$ cat src/hw/rtl/gsa_pkg.sv
// ----------------------------------------------------------------------------
// gsa_pkg
// Shared types, codes and default sizes for the generational slot allocator.
// ----------------------------------------------------------------------------
package gsa_pkg;

  // Default sizes
  localparam int DEF_SLOTS     = 256;
  localparam int DEF_GEN_BITS  = 16;
  localparam int DEF_DATA_BITS = 32;
  localparam int DEF_FLAG_BITS = 8;

  // Request operation codes
  localparam logic [1:0] OP_ALLOC  = 2'd0;
  localparam logic [1:0] OP_ERASE  = 2'd1;
  localparam logic [1:0] OP_LOOKUP = 2'd2;

  // Result status codes
  localparam logic [1:0] ST_OK    = 2'd0;
  localparam logic [1:0] ST_STALE = 2'd1;
  localparam logic [1:0] ST_FULL  = 2'd2;

  // Controller states
  typedef enum logic [1:0] {
    S_IDLE,
    S_POP,
    S_EXEC
  } state_t;

  // Controller to datapath commands
  typedef struct packed {
    logic load;   // capture request, start table and stack reads
    logic pop;    // re-read tables at the popped slot
    logic exec;   // update tables and load the result register
  } cmd_t;

  // Datapath to controller status
  typedef struct packed {
    logic pop_needed;  // allocate request that reuses a freed slot
    logic out_free;    // result register can take a new word
  } sts_t;

endpackage

$ cat src/hw/rtl/gsa_ctrl.sv
// ----------------------------------------------------------------------------
// gsa_ctrl
// Request sequencer: accept, optional free-stack pop, execute and hand off.
// ----------------------------------------------------------------------------
module gsa_ctrl (
  input  logic          clk,
  input  logic          rst_n,
  input  logic          in_valid,
  output logic          in_ready,
  input  gsa_pkg::sts_t sts,
  output gsa_pkg::cmd_t cmd
);

  gsa_pkg::state_t state_r;
  gsa_pkg::state_t state_nxt;

  // State register
  always_ff @(posedge clk) begin
    if (!rst_n) begin
      state_r <= gsa_pkg::S_IDLE;
    end else begin
      state_r <= state_nxt;
    end
  end

  // Next state and commands
  always_comb begin
    state_nxt = state_r;
    cmd       = '0;
    in_ready  = 1'b0;
    unique case (state_r)
      gsa_pkg::S_IDLE: begin
        in_ready = 1'b1;
        if (in_valid) begin
          cmd.load  = 1'b1;
          state_nxt = sts.pop_needed ? gsa_pkg::S_POP : gsa_pkg::S_EXEC;
        end
      end
      gsa_pkg::S_POP: begin
        cmd.pop   = 1'b1;
        state_nxt = gsa_pkg::S_EXEC;
      end
      gsa_pkg::S_EXEC: begin
        // hold until the result register has room
        if (sts.out_free) begin
          cmd.exec  = 1'b1;
          state_nxt = gsa_pkg::S_IDLE;
        end
      end
      default: begin
        state_nxt = gsa_pkg::S_IDLE;
      end
    endcase
  end

endmodule

$ cat config.mk
export PLATFORM = sky130hd
export DESIGN_NAME = gsa_ctrl
export DESIGN_NICKNAME = d
export VERILOG_FILES = /design/src/hw/rtl/gsa_pkg.sv /design/src/hw/rtl/gsa_ctrl.sv
export SDC_FILE = /design/constraint.sdc
export NUM_CORES = 1
export LEC_CHECK = 0
export BUFFER_PORTS_ARGS = -buffer_cell sky130_fd_sc_hd__buf_2
export CAP_MARGIN = 20
export CORE_AREA = 2 2 39 41
export CTS_BUF_LIST = sky130_fd_sc_hd__clkbuf_4
export CTS_CLUSTER_SIZE = 40
export DETAILED_ROUTE_END_ITERATION = 8
export DIE_AREA = 0 0 41 43
export PLACE_DENSITY = 0.3
export SETUP_SLACK_MARGIN = 0.3
export SLEW_MARGIN = 15
export SYNTH_ARGS = -nofsm -noshare
export SYNTH_HDL_FRONTEND = slang
export SYNTH_SLANG_ARGS = --single-unit
$ cat constraint.sdc
create_clock -name clk -period 1.25 [get_ports clk]
set_clock_uncertainty 0.15 [all_clocks]
set_input_delay 0.0625 -clock clk [delete_from_list [all_inputs] [get_ports clk]]
set_output_delay 0.0625 -clock clk [all_outputs]
set_load 0.01 [all_outputs]
# [After elaboration in Yosys (flattened, before gate mapping)]
# Index checks and enable logic that the tools add are counted.
[totals] latchBits=0 out_inout_bits=4 reg_bits=2 mem_bits_rw=0 rom_bits=0 n_memories=0
[op_classes] eq_ne=4 n_reduce_logical=2 magnitude_cmp=0 n_shift=0 n_addsub=0 n_bitwise=0 multipliers=0 div=0 n_mux=10
[ops] cell="1-bit 2-to-1 mux" count=6
[ops] cell="2-bit 2-to-1 mux" count=3
[ops] cell="2-bit case mux with 3 select lines" count=1
[ops] cell="2-bit inequality test, second input constant" count=2
[ops] cell="2-bit by 1-bit == test with 1-bit output, second input constant" count=1
[ops] cell="2-bit == test, second input constant" count=1
[ops] cell="2-bit logical NOT" count=1
[ops] cell="2-bit AND reduction" count=1

# [Logic depth before layout (Yosys ltp)]
[logic_depth] depth_word=3 ltp_mapped=2 mapped_depth_nobuf=2

# [Worst setup path after synthesis]
# No wires, ideal clock.
[synth_timing] path_type="register to register" from="reg state_r[1]" to="reg state_r[1]" slack_ps=331 t_required_ps=978 stages_incl_launch_ff=2 setup_time_ps=122 arrival_time_ps=647 path_cell_list="dfxtp_1 > o311a_1"
[synth_between] elab_chain_len=3 elab_cells_between_ends=7 cone_classes="4 x eq/ne; 1 x mux; 2 x reduce/logical"
[synth_lines] element="start: declaration" line="gsa_ctrl.sv:14" rtl="gsa_pkg::state_t state_r;"
[synth_lines] element="start signal: assignment" line="gsa_ctrl.sv:20" rtl="state_r <= gsa_pkg::S_IDLE;"
[synth_lines] element="start signal: assignment" line="gsa_ctrl.sv:22" rtl="state_r <= state_nxt;"
[synth_lines] element="2-bit == test or 2-bit logical NOT (tied branches)" line="gsa_ctrl.sv:31" rtl="unique case (state_r)"
[synth_lines] element="2-bit inequality test (no source line)"
[synth_lines] element="2-bit AND reduction (no source line)"
# Several ways; a longest one is shown, not always the timed one.
# A chain may end at the register's enable or synchronous reset.

==> impl_metrics.yaml <==
global_routing:
  grt_pass1_wl_um: 558
  grt_pass1_vias: 143
  antenna_found_initial: 0
  track_usage_pct: 5.91
  grt_start_max_net_pins: 6
  overflow: 0
route:
  topRoutingLayerUsed: "met4"
  drc: 0
  drt_iter0_drc: 2
  drtAntennaViolNets: 0
  met3RoutedLength_um: 43
  wl_met2_um: 94
  avgViaCountPerCell: 3.22
  dr.pass1.iters: 2
  wl_um: 338
  drt-wirelength-per-cell_um: 8.24
  wl_met1_um: 193
  vias: 132
clocking:
  clock_latency_ns: 0.22
  cts_sinks: 2
  postCtsHoldBufs: 2
  clkTransAtPathRegs_ns: 0.03
  tritoncts: "yes"
  numCtsBuffers: 3
  htree_levels: 1
  clk_path_buf_depth: 2
  root_buffer: "clkbuf_4"
placed_design:
  place.gp.congestion: 0.574
  port_buffers: 8
  dpl-instance-area_sq_um: 159
sta:
  worst_slew_pin_slew_ns: 0.141
  min_period_over_period_pct: 89.2
  setup_tns_ns: 0
  grt_setup_unrepaired: "yes"
  slew_headroom_pct: 90.5
  setup_viol: 0
  timing.final.crit_period_ns: 1.12
  slew_violations: 0
  hold_viol_final: 0
  fmax_mhz: 897
finish:
  fillCellCount: 165
  drive_gt1_share_pct: 68.0
  design_area_sq_um: 240
  nets: 32
  largest_reg_flops: 2
  largest_registers: "state_r x2"
  regMostFlops: "state_r"
  area_growth_pct: 143
  antenna_cells: 0
synth:
  ys_ff_latch: 2
  synth_edf_count: 0
  synth_common_cells: "dfxtp_1 (2), nor2b_1 (2)"
  synth.distinct_cells: 8
  netlist.top_cell.by_area: "dfxtp_1"
  synthTopCellsByArea: "dfxtp_1 (41%), nor2b_1 (13%), o311a_1 (10%), and3b_1 (8.9%), and4_1 (8.9%)"
  syn_area_per_cell_sq_um: 9.88
  ys_seq_area_share_pct: 40.5
  synthDominantCellAreaShare_pct: 40.5
  synthesis.area_sq_um: 98.8
  syn_nets: 15
  async_flop_share_pct: 0
  yosysWarnings: 0
  syn_inst: 10
  synth-main-ff-cell: "dfxtp_1"
setup_path:
  worstPathArrival_ns: 0.90
  start_kind: "flop"
  critPathRequiredTime_ns: 1.04
  end_kind: "primary output"
  path_max_fanout: 4
  critPathKind: "flop to primary output"
status:
  status: "finished, final reports clean"
floorplanning:
  fp.dieH_um: 43
  start_util_pct: 7.14
  die-area_sq_mm: 0.00176
  io_pins: 9
  core_sq_mm: 0.00138
  rows: 14
  die_x_um: 41
min_path:
  min_path_type: "input port to flop"
power_and_ir_drop:
  vdd_drop_max_mv: 0.284
  power.share.sequential_pct: 26.5
  p_per_area_mw_per_mm2: 1170
  p_leak_nw: 0.118
  pwr-share-clk_pct: 50.3
  comb_power_share_pct: 23.1
  p_sw_share_pct: 22.9
  switchingPower_uw: 64.8
  p_int_uw: 217
job:
  drv_cap: 0
## per-stage QoR
stage / setup slack [ns] / util (%) / cells / total power [mW] / hold slack, ns
2_1_floorplan: 0.331 / - / 10 / 0.0936 / 0.0437
3_3_place_gp: 0.309 / 11.5 / 34 / 0.112 / 0.165
3_5_place_dp: 0.287 / 11.5 / 34 / 0.113 / 0.163
4_1_cts: 0.114 / 15.8 / 40 / 0.282 / -0.0157
5_1_grt: 0.0957 / 17.4 / 41 / 0.309 / -0.00234
6_report: 0.135 / 17.4 / 41 / 0.282 / 0.00114
## routing by layer
layer | global-route usage, % | up-vias
li1 | - | 68
met1 | 6.07 | 53
met2 | 5.00 | 9
met3 | 7.85 | 2
met4 | 6.00 | 0
met5 | 0 | -
## worst paths after layout
kind / to / start / slack, ns / cells past startpoint
max: cmd[2] / state_r[1] / 0.13 / 3
min: state_r[1] / sts[0] / 0.001 / 3
max reg2reg: state_r[1] / state_r[1] / 0.19 / 2
min reg2reg: state_r[1] / state_r[0] / 0.39 / 1
## timing repair
action / in CTS / in global routing
pin swaps: 2 / 1
endpoints found under the setup margin: 4 / 6
hold endpoints to repair: 2 / 1
buffers inserted: 1 / 1
resized for setup: 4 / 3
## placed cells by master, fill, tap and decap left out
master / n
buf_6: 2
o21ai_0: 1
buf_2: 6
buf_4: 2
dfxtp_2: 1
and2_4: 1
dlygate4sd3_1: 2
dfxtp_4: 1
and3b_1: 1
clkbuf_4: 3
o311a_1: 1
nor2b_1: 2
nor2_4: 1
and4_1: 1
## power groups by stage
stage / clock network (mW) / logic [mW] / registers, mW
2_1_floorplan: 0 / 0.0197 / 0.0739
3_3_place_gp: 0 / 0.0377 / 0.0742
3_5_place_dp: 0 / 0.0380 / 0.0749
4_1_cts: 0.154 / 0.0535 / 0.0744
5_1_grt: 0.162 / 0.0715 / 0.0757
6_report: 0.142 / 0.0653 / 0.0749
## logic make-up after synthesis
family | count (synthesis) | synth area share, %
AND/OR/NAND/NOR | 6 | 44.3
AO/OA/AOI/OAI | 2 | 15.2
flip-flops | 2 | 40.5
## critical path, cell delays in order, from the launching register on
cell	delay [ns]
dfxtp_2	0.33
nor2_4	0.12
and2_4	0.14
buf_6	0.09
## final cells by class
cell class              count  area (sq um)  area share, %
repair buffers             12          87.6           36.5
clock buffers               3          22.5           9.38
flip-flops and latches      2          45.0           18.8
multi-input cells           8          65.1           27.1
well taps                  16          20.0           8.33
No activity file was read; power rests on OpenSTA's default activity.
